<file path="src/sv/oaht_pkg.sv">
`timescale 1ns / 1ps
`default_nettype none
// ----------------------------------------------------------------------------
// oaht_pkg: shared types and constants of the open addressing hash table
// Sizes of the slot store, codes of operations, results, slot and core states,
// and the control groups between the core and its modulo unit.
// ----------------------------------------------------------------------------
package oaht_pkg;

  localparam int TABLE_DEPTH = 1024;
  localparam int SLOT_W      = $clog2(TABLE_DEPTH);
  localparam int SIZE_W      = SLOT_W + 1;
  localparam int KEY_W       = 31;
  localparam int VAL_W       = 32;

  // Modulo unit: dividend padded to a multiple of the bits retired per cycle
  localparam int MOD_BITS    = 4;
  localparam int MOD_DIV_W   = 32;
  localparam int MOD_CYCLES  = MOD_DIV_W / MOD_BITS;
  localparam int MOD_CNT_W   = $clog2(MOD_CYCLES);

  typedef enum logic [1:0] {
    KIND_INSERT = 2'd0,
    KIND_SEARCH = 2'd1,
    KIND_REMOVE = 2'd2
  } kind_t;

  typedef enum logic [1:0] {
    RES_OK   = 2'd0,
    RES_MISS = 2'd1,
    RES_FULL = 2'd2
  } res_t;

  typedef enum logic [1:0] {
    SLOT_FREE = 2'd0,
    SLOT_USED = 2'd1,
    SLOT_GONE = 2'd2
  } slot_st_t;

  typedef enum logic [2:0] {
    ST_CLEAR,
    ST_IDLE,
    ST_HASH,
    ST_PROBE,
    ST_DONE
  } state_t;

  typedef struct packed {
    logic              start;
    logic [KEY_W-1:0]  dividend;
    logic [SIZE_W-1:0] divisor;
  } mod_req_t;

  typedef struct packed {
    logic              done;
    logic [SLOT_W-1:0] rem;
  } mod_rsp_t;

endpackage
`default_nettype wire

</file>
<file path="src/sv/oaht_mod.sv">
`timescale 1ns / 1ps
`default_nettype none
// ----------------------------------------------------------------------------
// oaht_mod: iterative key modulo table size
// Restoring remainder, MOD_BITS dividend bits per cycle, done pulses with the
// remainder once all bits are retired. A new start restarts the unit.
// ----------------------------------------------------------------------------
module oaht_mod import oaht_pkg::*; (
  input  wire logic     clk,
  input  wire logic     rst,
  input  wire mod_req_t req,
  output mod_rsp_t      rsp
);

  logic [MOD_DIV_W-1:0] quo;
  logic [SIZE_W-1:0]    div;
  logic [SLOT_W-1:0]    rem;
  logic [SLOT_W-1:0]    rem_next;
  logic [MOD_CNT_W-1:0] cnt;
  logic                 busy;
  logic                 done;

  // Retire the top dividend bits: shift each in, subtract when it fits
  always_comb begin
    logic [SLOT_W:0] t;
    rem_next = rem;
    for (int i = 0; i < MOD_BITS; i++) begin
      t = {rem_next, quo[MOD_DIV_W-1-i]};
      if (t >= div) begin
        t = t - div;
      end
      rem_next = t[SLOT_W-1:0];
    end
  end

  // Advance the iteration
  always_ff @(posedge clk) begin
    if (rst) begin
      busy <= 1'b0;
      done <= 1'b0;
      cnt  <= '0;
    end else if (req.start) begin
      busy <= 1'b1;
      done <= 1'b0;
      cnt  <= '0;
    end else begin
      done <= 1'b0;
      if (busy) begin
        cnt <= cnt + 1'b1;
        if (cnt == MOD_CNT_W'(MOD_CYCLES - 1)) begin
          busy <= 1'b0;
          done <= 1'b1;
        end
      end
    end
  end

  // Hold operands and the partial remainder
  always_ff @(posedge clk) begin
    if (req.start) begin
      quo <= MOD_DIV_W'(req.dividend);
      div <= req.divisor;
      rem <= '0;
    end else if (busy) begin
      quo <= quo << MOD_BITS;
      rem <= rem_next;
    end
  end

  assign rsp.done = done;
  assign rsp.rem  = rem;

endmodule
`default_nettype wire

</file>
<file path="config.mk">
export PLATFORM = sky130hd
export DESIGN_NAME = oaht_mod
export DESIGN_NICKNAME = d
export VERILOG_FILES = /design/src/sv/oaht_pkg.sv /design/src/sv/oaht_mod.sv
export SDC_FILE = /design/constraint.sdc
export NUM_CORES = 1
export LEC_CHECK = 0
export BUFFER_PORTS_ARGS = -buffer_cell sky130_fd_sc_hd__buf_2
export CAP_MARGIN = 20
export CORE_MARGIN = 3
export CORE_UTILIZATION = 40
export CTS_CLUSTER_SIZE = 10
export DETAILED_ROUTE_END_ITERATION = 10
export PLACE_DENSITY = 0.61
export SLEW_MARGIN = 5
export SYNTH_ARGS = -nofsm -noshare
export SYNTH_HDL_FRONTEND = slang
export SYNTH_SLANG_ARGS = --single-unit
</file>
<file path="constraint.sdc">
create_clock -name clk -period 17.8 [get_ports clk]
set_input_delay 0 -clock clk [delete_from_list [all_inputs] [get_ports clk]]
set_output_delay 0 -clock clk [all_outputs]
set_load 0.02 [all_outputs]
</file>
==> impl_summary.log, run 1 <==
INFO  metric placedInstanceArea = 0.00489 mm^2
INFO  metric startpoint_type = flip-flop
INFO  metric syn-instance-count = between 400 and 500
INFO  metric antenna_violating_nets_post_route = 0
INFO  metric critical_path_class = flip-flop to flip-flop
INFO  metric clkTransAtPathRegs = 0.07 ns
INFO  metric ioPinCount = 56
INFO  metric num-fill-cells = slightly below 1000
INFO  metric syn2layout_area_growth = 22.6%
INFO  metric rows = 38
INFO  metric gr-usage-met1 = 25.3%
INFO  metric buffer_type_at_the_clock_tree_root = sky130_fd_sc_hd__clkbuf_8
INFO  metric fin_crit_sh = 45.4%
INFO  metric count_of_endpoints_failing_setup_in_the_final_report = 0
INFO  metric grtUsageTotal = between 10% and 20%
INFO  metric powerDensity = 216 mW/mm^2
INFO  metric drtIter0Drc = between 200 and 250
INFO  metric result_of_the_run = completed
INFO  metric netlist_top_cells_area = sky130_fd_sc_hd__edfxtp_1, sky130_fd_sc_hd__ha_1, sky130_fd_sc_hd__mux2_2, sky130_fd_sc_hd__dfxtp_1, sky130_fd_sc_hd__xnor2_1
INFO  metric number_of_distinct_library_cell_variants_in_the_gate_level_netlist_after_synthesis = 57
INFO  metric crit_path_arrival_time = between 8 and 9 ns
INFO  metric yosys.area.top_type_share = 28.1%
INFO  metric grt_first_pass_wirelength = roughly 19 mm
INFO  metric synth_fp_nets = around 530
INFO  metric timing.critical_path.to_type = flip-flop
INFO  metric diodes = 0
INFO  metric finClkSkew = between 0.008 and 0.009 ns
INFO  metric syn_area_per_cell = 10.2 um^2
INFO  metric place.detailed.hpwl = about 8.5 mm
INFO  metric vias = roughly 3700
INFO  metric period_needed = 8.08 ns
INFO  metric timing.max_cap.violations = 0
INFO  metric report.final.slew_viol_count = 0
INFO  metric tritoncts = done
INFO  metric numClockSinks = 58
INFO  metric core_region_area = about 0.011 mm^2
INFO  metric clk_path_buf_depth = 2
INFO  metric synthArstFlopShare = 0%
INFO  metric post-synth-top-area-cell = sky130_fd_sc_hd__edfxtp_1
INFO  metric drt-total-wl = 11.5 mm
INFO  metric die_height = ~110 um
INFO  metric post_cts.repair.setup_buffers = 0
INFO  metric gr-usage-met2 = between 30 and 40%
INFO  metric layout_setup_ws = ~9.7 ns
INFO  metric cp_top_family = compound AO/OA/AOI/OAI gates
INFO  metric timing.critical_path.slowest_stage_cell = sky130_fd_sc_hd__a311oi_1
INFO  metric die_w = around 110 um
INFO  metric final_weighted_congestion_in_routability_driven_placement = slightly above 0.9
INFO  metric hold_ws = approximately 0.32 ns
INFO  metric totalPowerFinal = approximately 1.2 mW
INFO  metric netlist_area_before_placement = ~0.0045 mm^2
INFO  metric initial_utilization = just over 40%
INFO  metric setup_repair_after_global_routing_missed_its_margin = no
INFO  metric crit_buf_inv = 4
INFO  metric drive_gt1_share = 22.4%
INFO  metric placement.setup.worst_slack = between 9 and 10 ns
INFO  metric tightest_slew = roughly 0.74 ns
INFO  metric number_of_standard_cells_in_the_final_layout_excluding_fillers = about 680
INFO  metric multi_input_comb_area = approximately 0.0027 mm^2
INFO  metric drc = 0
INFO  metric floorplan.die_area = around 0.013 mm^2
INFO  metric first_pass_iters = 4
INFO  metric synth-warning-count = 0
INFO  metric htreeDepth = 3
INFO  metric fin_nets = about 630
INFO  metric busiest_layer = met2
INFO  metric reported_leakage_power = roughly 2.5 nW
INFO  metric first_global_vias = 3799
INFO  metric tns = 0 ns
INFO  metric critPathMaxStageDelay = roughly 0.54 ns
INFO  metric seqCellArea = ~0.0016 mm^2
INFO  metric ys.flop_type = sky130_fd_sc_hd__edfxtp_1
INFO  metric worst-path-max-fanout = 14
INFO  metric vias_per_cell = ~5.4
INFO  metric synth_seq_cells = 58
INFO  metric cts_made_buffers = 9
INFO  metric max_freq = roughly 0.12 GHz
INFO  metric finish.utilization = roughly half
INFO  metric peak_ir_drop_on_the_vdd_network = roughly 0.11 mV
INFO  metric met3_track_utilization_from_global_routing = under 10%
INFO  metric holdCritPathClass = primary input to flip-flop
INFO  metric routedWlPerCell = around 17 um
INFO  metric slew-limit-headroom = between 50% and 60%
INFO  metric yosysSeqAreaShare = between 30% and 40%
INFO  metric grt_start_max_net_pins = slightly below 60
INFO  metric synth-edff-count = 42
INFO  metric timing_hold_violations_final = 0
INFO  metric dp.cells = approximately 620
INFO  metric globalRoute.totalOverflow = 0
INFO  metric port_buffers = 55
INFO  metric postLayoutCellArea = between 0.005 and 0.006 mm^2
INFO  metric cp_data_required_time = about 18 ns
INFO  metric clock_latency = about 0.34 ns
INFO  metric antenna_found_initial = 0
[worst min-delay path: cells and delay by family]
family / cells / cell delay [ns]
and+or+nand+nor: 1 / 0.18
buffers and inverters: 2 / 0.41
[metal layers]
layer / vias up / wire length, um
li1: 1828 / -
met1: 1763 / 5300
met2: 99 / 5340
met3: 20 / 542
met4: 0 / 282
met5: - / 0
[flip-flops by register name, summed over array words and instances, names as in the netlist]
signal	flops
div	11
quo	32
done	1
rem	10
busy	1
cnt	3
[cells in the mapped netlist (all sizes together) (5+ instances only)]
library cell,instances
a211o,6
nor3,6
a21oi,29
nor2,20
buf,6
ha,46
clkbuf,7
edfxtp,42
a21boi,5
inv,32
nand2,21
nor2b,7
xor2,7
mux2,42
mux2i,11
and3,7
o21a,9
xnor2,19
o21ai,15
or2,5
dfxtp,16
and2,8
nor3b,8
a21o,7
[repair_timing]
action | CTS | global route
endpoints found under the hold margin | 47 | 0
resized for setup | 0 | 0
hold buffers | 43 | 0
[layout by cell type, fill, tap and decap left out, drive strengths merged, types with 5 or more instances in the layout]
cell type    netlist  layout
o21ai             15      15
dfxtp             16      16
a21o               7       7
nor2              20      20
nand2             21      21
a21oi             29      29
and2               8       8
clkinv             0       5
xor2               7       7
mux2              42      42
and3               7       7
or2                5       5
nor3b              8       8
clkbuf             7      11
mux2i             11      11
a21boi             5       5
buf                6      56
inv               32      32
xnor2             19      19
nor2b              7       7
nor3               6       6
o21a               9       9
dlygate4sd3        0      43
ha                46      46
a211o              6       6
edfxtp            42      42
[path summary, 6_finish.rpt]
check	endpoint	startpoint	cells after the start	slack, ns
worst max-delay path	rem[9]$_SDFFE_PP0P_	div[1]$_DFFE_PP_	28	9.72
worst min-delay path	quo[31]$_SDFFE_PP0P_	req[42]	3	0.32
worst max register to register	rem[9]$_SDFFE_PP0P_	div[1]$_DFFE_PP_	28	9.72
worst min register to register	quo[31]$_SDFFE_PP0P_	quo[27]$_DFFE_PP_	2	0.50
[cells by family (layout without fill, tap and decap cells)]
group	count (synthesis)	after routing	synth area share [%]
xor gates and xnor gates	26	26	5.07
adders and majority gates	50	50	14.6
and+or+nand+nor	101	101	12.0
buffers and inverters	45	147	3.90
DFF	58	58	35.2
muxes	53	53	13.1
AOI/OAI and AO/OA	106	106	16.0
[final cells by class]
class | instances | share of cell area [%]
Multi-Input combinational cell | 336 | 49.7
Clock inverter | 5 | 0.523
Inverter | 32 | 2.18
Timing Repair Buffer | 99 | 13.0
Sequential cell | 58 | 28.7
Clock buffer | 11 | 2.77
Tap cell | 140 | 3.18
[power breakdown]
group	internal, mW	leakage (nW)	switching, mW
sequential	0.167	0.553	0.0177
clock	0.0582	0.0980	0.0531
combinational	0.403	1.85	0.490
total	0.628	2.50	0.561
Power figures use the tool's default switching activity.
==> run 2: changes to the inputs <==
==> constraint.sdc (replaced) <==
create_clock -name clk -period 8.4 [get_ports clk]
set_input_delay 0 -clock clk [delete_from_list [all_inputs] [get_ports clk]]
set_output_delay 0 -clock clk [all_outputs]
set_load 0.02 [all_outputs]
==> run 2 against run 1 <==
  * First-iteration DRC count shrank 16%
  * Combinational power grew 120%
  * Critical path depth is the same
  * Via count grew 0.67%
  * Wire length grew 0.80%
  * Power grew 120%
  * Critical path type unchanged
==> impl_summary.log, run 2 (same netlist as run 1, synthesis figures left out) <==
INFO  metric drtIter0Drc = between 150 and 200
INFO  metric antenna_found_initial = 0
INFO  metric rows = 38
INFO  metric largest_registers = quo (32), div (11), rem (10)
INFO  metric grt_start_max_net_pins = approximately 60
INFO  metric slew-limit-headroom = between 40% and 50%
INFO  metric numClockSinks = 58
INFO  metric cts-resized-gates = 0
INFO  metric clk_path_buf_depth = 2
INFO  metric timing.max_cap.violations = 0
INFO  metric first_pass_iters = 5
INFO  metric clock_latency = 0.35 ns
INFO  metric r2r_start = div[2]$_DFFE_PP_
INFO  metric startpoint_type = flip-flop
INFO  metric tns = 0 ns
INFO  metric finClkSkew = 0.0113 ns
INFO  metric first_global_vias = between 3000 and 4000
INFO  metric seqCellArea = roughly 0.0016 mm^2
INFO  metric result_of_the_run = completed
INFO  metric max_freq = 0.131 GHz
INFO  metric hp-start = req[42]
INFO  metric reported_leakage_power = roughly 2.5 nW
INFO  metric core_region_area = about 0.011 mm^2
INFO  metric port_buffers = 55
INFO  metric count_of_endpoints_failing_setup_in_the_final_report = 0
INFO  metric multi_input_comb_area = 0.00274 mm^2
INFO  metric top_register = quo
INFO  metric final_weighted_congestion_in_routability_driven_placement = ~0.9
INFO  metric cp_data_required_time = between 8 and 9 ns
INFO  metric grt_first_pass_wirelength = approximately 18 mm
INFO  metric period_needed = approximately 7.7 ns
INFO  metric timing.critical_path.slowest_stage_cell = sky130_fd_sc_hd__a311oi_1
INFO  metric holdCritPathClass = primary input to flip-flop
INFO  metric powerDensity = 462 mW/mm^2
INFO  metric drive_gt1_share = a little under a quarter
INFO  metric ioPinCount = 56
INFO  metric largest_reg_flops = 32
INFO  metric crit_path_arrival_time = a little under 8 ns
INFO  metric grtUsageTotal = between 15 and 20%
INFO  metric floorplan.die_area = 0.0125 mm^2
INFO  metric diodes = 0
INFO  metric timing.critical_path.to_type = flip-flop
INFO  metric antenna_violating_nets_post_route = 0
INFO  metric routedWlPerCell = ~17 um
INFO  metric critical_path_class = flip-flop to flip-flop
INFO  metric vias = approximately 3700
INFO  metric cts_made_buffers = 9
INFO  metric vias_per_cell = ~5.5
INFO  metric timing_hold_violations_final = 0
INFO  metric critPathMaxStageDelay = 0.51 ns
INFO  metric startpoint = div[2]$_DFFE_PP_
INFO  metric rrSetupSlack = 0.74 ns
INFO  metric die_w = roughly 110 um
INFO  metric layout_common_cells = sky130_fd_sc_hd__buf_2, sky130_fd_sc_hd__ha_1, sky130_fd_sc_hd__dlygate4sd3_1, sky130_fd_sc_hd__edfxtp_1, sky130_fd_sc_hd__mux2_2
INFO  metric layout_commonest_cell = sky130_fd_sc_hd__buf_2
INFO  metric report.final.slew_viol_count = 0
INFO  metric syn2layout_area_growth = 23.3%
INFO  metric fin_nets = 635
INFO  metric tritoncts = done
INFO  metric globalRoute.totalOverflow = 0
INFO  metric place.detailed.hpwl = approximately 8.4 mm
INFO  metric worst-path-max-fanout = 14
INFO  metric initial_utilization = 41.3%
INFO  metric drt-total-wl = between 10 and 15 mm
INFO  metric clkTransAtPathRegs = approximately 0.070 ns
INFO  metric setup_repair_after_global_routing_missed_its_margin = no
INFO  metric num-fill-cells = about 1000
INFO  metric drc = 0
INFO  metric die_height = 112 um
INFO  metric peak_ir_drop_on_the_vdd_network = 0.186 mV
INFO  metric finish.utilization = 50.9%
INFO  metric buffer_type_at_the_clock_tree_root = sky130_fd_sc_hd__clkbuf_8
INFO  metric htreeDepth = 3
INFO  metric fin_crit_sh = just over 90%
INFO  metric critPathMostFrequentCell = sky130_fd_sc_hd__ha_1
INFO  metric tightest_slew = between 0.7 and 0.8 ns
-- run 2: cell types whose count changed in the layout (fill, tap and decap cells not counted) --
cell / delta
sky130_fd_sc_hd__clkbuf_16: -1
sky130_fd_sc_hd__clkinv_2: -1
sky130_fd_sc_hd__clkinv_1: +1
sky130_fd_sc_hd__bufinv_16: +1
sky130_fd_sc_hd__buf_4: +4
-- run 2: per-layer routing --
metal	track usage [%]	share of wire [%]	up-vias
met3	3.10	4.7	27
met2	31.0	47	107
met5	0	0	-
met1	23.9	45	1761
li1	-	-	1840
met4	7.61	3.1	0
-- run 2: what timing repair did --
action	4_1_cts	5_1_grt
hold endpoints to repair	47	0
setup endpoints to repair	0	8
hold buffers	43	0
buffers inserted	0	4
-- run 2: path summary, 6_finish.rpt --
| check | to | cells after the start |
|---|---|---|
| max | rem[9]$_SDFFE_PP0P_ | 28 |
| min | div[2]$_DFFE_PP_ | 2 |
| max reg2reg | rem[9]$_SDFFE_PP0P_ | 28 |
| min reg2reg | quo[31]$_SDFFE_PP0P_ | 2 |
-- run 2: metrics by stage --
step | power, mW | instance area, um^2 | hold slack (ns) | std cells | setup WS, ns
6_report | 2.56 | 5540 | 0.304 | 685 | 0.744
5_1_grt | 2.77 | 5540 | 0.346 | 685 | 0.246
4_1_cts | 2.51 | 5510 | 0.295 | 681 | 0.478
3_5_place_dp | 2.23 | 4890 | 0.178 | 622 | 0.492
3_3_place_gp | 2.23 | 4890 | 0.178 | 622 | 0.599
2_1_floorplan | 1.85 | 4490 | 0.0724 | 439 | 1.41
-- run 2: power by group --
part           internal (mW)  switching, mW  total (mW)
combinational          0.885           1.04        1.92
clock                  0.135          0.111       0.245
sequential             0.354         0.0373       0.391
total                   1.37           1.19        2.56
-- run 2: area by class of cell --
class,count,share of cell area [%]
Tap cell,140,3.16
Clock inverter,6,1.04
Inverter,32,2.17
Multi-Input combinational cell,336,49.4
Timing Repair Buffer,103,13.4
Sequential cell,58,28.5
Clock buffer,10,2.30
-- run 2: worst max-delay path: cells and delay by family (launching register included) --
kind            cells  cell delay [ns]
compound gates      9             2.65
fa+ha+maj           4             1.47
simple gates        8             1.30
mux                 3             1.13
buf+inv             4             0.60
flops               1             0.36
==> run 3: changes to the inputs <==
--- a/config.mk
+++ b/config.mk
@@ -9,6 +9,7 @@
 export CAP_MARGIN = 20
 export CORE_MARGIN = 3
 export CORE_UTILIZATION = 40
+export CTS_BUF_LIST = sky130_fd_sc_hd__clkbuf_4 sky130_fd_sc_hd__clkbuf_8
 export CTS_CLUSTER_SIZE = 10
 export DETAILED_ROUTE_END_ITERATION = 10
 export PLACE_DENSITY = 0.61
==> run 3 against run 2 <==
  * Global-route usage is 0.068 points higher
  * Via count is 0.99% lower
  * Design area hardly changed
  * Register-to-register slack hardly changed
  * Final cell count stayed put
  * Wire length hardly changed
  * First-iteration DRC count is 19% higher
  * Critical endpoint unchanged
  * Largest cell class unchanged
==> impl_summary.log, run 3 (same netlist as run 1, synthesis figures left out) <==
INFO  metric result_of_the_run = completed
INFO  metric multi_input_comb_area = roughly 0.0027 mm^2
INFO  metric vias = roughly 3700
INFO  metric critPathMaxStageDelay = a little over 0.5 ns
INFO  metric final_weighted_congestion_in_routability_driven_placement = 0.920
INFO  metric slew-limit-headroom = approximately 50%
INFO  metric tightest_slew = between 0.7 and 0.8 ns
INFO  metric syn2layout_area_growth = 23.4%
INFO  metric timing.max_cap.violations = 0
INFO  metric numClockSinks = 58
INFO  metric vias_per_cell = between 5 and 6
INFO  metric grt_first_pass_wirelength = roughly 18 mm
INFO  metric cts-resized-gates = 0
INFO  metric routedWlPerCell = roughly 17 um
INFO  metric tns = 0 ns
INFO  metric postLayoutCellArea = 0.00554 mm^2
INFO  metric min_delay_path_depth = 2
INFO  metric busiest_layer = met2
INFO  metric worst-path-max-fanout = 14
INFO  metric max_freq = roughly 0.13 GHz
INFO  metric first_pass_iters = 4
INFO  metric core_region_area = 0.0109 mm^2
INFO  metric period_needed = between 7 and 8 ns
INFO  metric gr-usage-met2 = a little under a third
INFO  metric peak_ir_drop_on_the_vdd_network = approximately 0.19 mV
INFO  metric clk_path_buf_depth = 2
INFO  metric cp_top_family = compound AO/OA/AOI/OAI gates
INFO  metric grtUsageTotal = between 10% and 20%
INFO  metric floorplan.die_area = 0.0125 mm^2
INFO  metric count_of_endpoints_failing_setup_in_the_final_report = 0
INFO  metric initial_utilization = just over 40%
INFO  metric r2r_start = div[2]$_DFFE_PP_
INFO  metric place.detailed.hpwl = 8.40 mm
INFO  metric fin_crit_sh = 91.1%
INFO  metric port_buffers = 55
INFO  metric tritoncts = done
INFO  metric seqCellArea = ~0.0016 mm^2
INFO  metric antenna_violating_nets_post_route = 0
INFO  metric reg2reg_to = rem[9]$_SDFFE_PP0P_
INFO  metric largest_reg_flops = 32
INFO  metric ioPinCount = between 50 and 60
INFO  metric finClkSkew = approximately 0.014 ns
INFO  metric layout_commonest_cell = sky130_fd_sc_hd__buf_2
INFO  metric crit_buf_inv = 4
INFO  metric first_global_vias = around 3700
INFO  metric layout_common_cells = sky130_fd_sc_hd__buf_2, sky130_fd_sc_hd__ha_1, sky130_fd_sc_hd__dlygate4sd3_1, sky130_fd_sc_hd__edfxtp_1, sky130_fd_sc_hd__mux2_2
INFO  metric diodes = 0
INFO  metric grt_start_max_net_pins = about 60
INFO  metric met3_track_utilization_from_global_routing = under 10%
INFO  metric largest_registers = quo (32), div (11), rem (10)
INFO  metric holdCritPathClass = primary input to flip-flop
INFO  metric globalRoute.totalOverflow = 0
INFO  metric rows = 38
INFO  metric reported_leakage_power = about 2.5 nW
INFO  metric setup_repair_after_global_routing_missed_its_margin = no
INFO  metric critical_path_class = flip-flop to flip-flop
INFO  metric timing.reg2reg.worst_path_depth = 28
INFO  metric cp_data_required_time = around 8.6 ns
INFO  metric timing.critical_path.slowest_stage_cell = sky130_fd_sc_hd__a311oi_1
INFO  metric buffer_type_at_the_clock_tree_root = sky130_fd_sc_hd__clkbuf_8
INFO  metric totalPowerFinal = between 2 and 3 mW
INFO  metric cts_made_buffers = 9
INFO  metric startpoint_type = flip-flop
INFO  metric hp-start = req[42]
INFO  metric placedInstanceArea = ~0.005 mm^2
INFO  metric gr-usage-met1 = between 20% and 30%
INFO  metric timing_hold_violations_final = 0
INFO  metric clock_latency = about 0.35 ns
INFO  metric top_register = quo
INFO  metric critPathMostFrequentCell = sky130_fd_sc_hd__ha_1
INFO  metric crit_path_arrival_time = 7.89 ns
INFO  metric drt-total-wl = 11.5 mm
INFO  metric num-fill-cells = 1015
INFO  metric drc = 0
INFO  metric die_w = between 100 and 150 um
INFO  metric drtIter0Drc = around 230
INFO  metric die_height = between 100 and 150 um
INFO  metric rrSetupSlack = between 0.7 and 0.8 ns
INFO  metric powerDensity = 462 mW/mm^2
INFO  metric timing.critical_path.to_type = flip-flop
INFO  metric drive_gt1_share = a little under a quarter
INFO  metric antenna_found_initial = 0
INFO  metric fin_nets = 635
INFO  metric report.final.slew_viol_count = 0
INFO  metric clkTransAtPathRegs = ~0.070 ns
INFO  metric htreeDepth = 3
INFO  metric min_delay_worst_endpoint = div[2]$_DFFE_PP_
[run 3: cell types whose count changed in the layout (fill, tap and decap cells not counted)]
cell                       previous run  this run
sky130_fd_sc_hd__clkbuf_1             1         0
sky130_fd_sc_hd__clkbuf_4             0         1
[run 3: what timing repair did]
item / in CTS / in global routing
hold buffers: 43 / 0
setup buffers: 0 / 4
hold endpoints to repair: 47 / 0
endpoints found under the setup margin: 0 / 8
[run 3: final cells by class]
| type | count | area share [%] |
|---|---|---|
| Clock inverter | 6 | 1.04 |
| Timing Repair Buffer | 103 | 13.4 |
| Tap cell | 140 | 3.16 |
| Clock buffer | 10 | 2.37 |
| Inverter | 32 | 2.17 |
| Multi-Input combinational cell | 336 | 49.3 |
| Sequential cell | 58 | 28.5 |
[run 3: worst max path at each step]
| stage | slack, ns | end | cells after the start | start |
|---|---|---|---|---|
| floorplan | 1.41 | rem[0]$_SDFFE_PP0P_ | 29 | div[1]$_DFFE_PP_ |
| global placement | 0.60 | rem[0]$_SDFFE_PP0P_ | 26 | div[1]$_DFFE_PP_ |
| detailed placement | 0.49 | rem[9]$_SDFFE_PP0P_ | 27 | div[1]$_DFFE_PP_ |
| CTS | 0.48 | rem[9]$_SDFFE_PP0P_ | 27 | div[1]$_DFFE_PP_ |
| global route | 0.25 | rem[9]$_SDFFE_PP0P_ | 29 | div[1]$_DFFE_PP_ |
| finish | 0.75 | rem[9]$_SDFFE_PP0P_ | 28 | div[2]$_DFFE_PP_ |
[run 3: per-layer routing]
| metal | up-vias | part of all wire, % |
|---|---|---|
| met5 | - | 0 |
| met4 | 0 | 2.6 |
| met3 | 23 | 4.3 |
| met2 | 98 | 48 |
| met1 | 1739 | 45 |
| li1 | 1838 | - |
[run 3: power by group]
group | internal [mW] | switching (mW) | total [mW]
Sequential | 0.354 | 0.0371 | 0.391
Clock | 0.138 | 0.112 | 0.250
Combinational | 0.885 | 1.04 | 1.92
[run 3: stage by stage]
stage	util, %	instances	hold slack, ns	setup slack, ns
after global routing	50.9	685	0.342	0.245
after floorplan	-	439	0.0724	1.41
after CTS	50.6	681	0.295	0.479
after global placement	45.0	622	0.178	0.599
final	50.9	685	0.298	0.750
after detailed placement	45.0	622	0.178	0.492
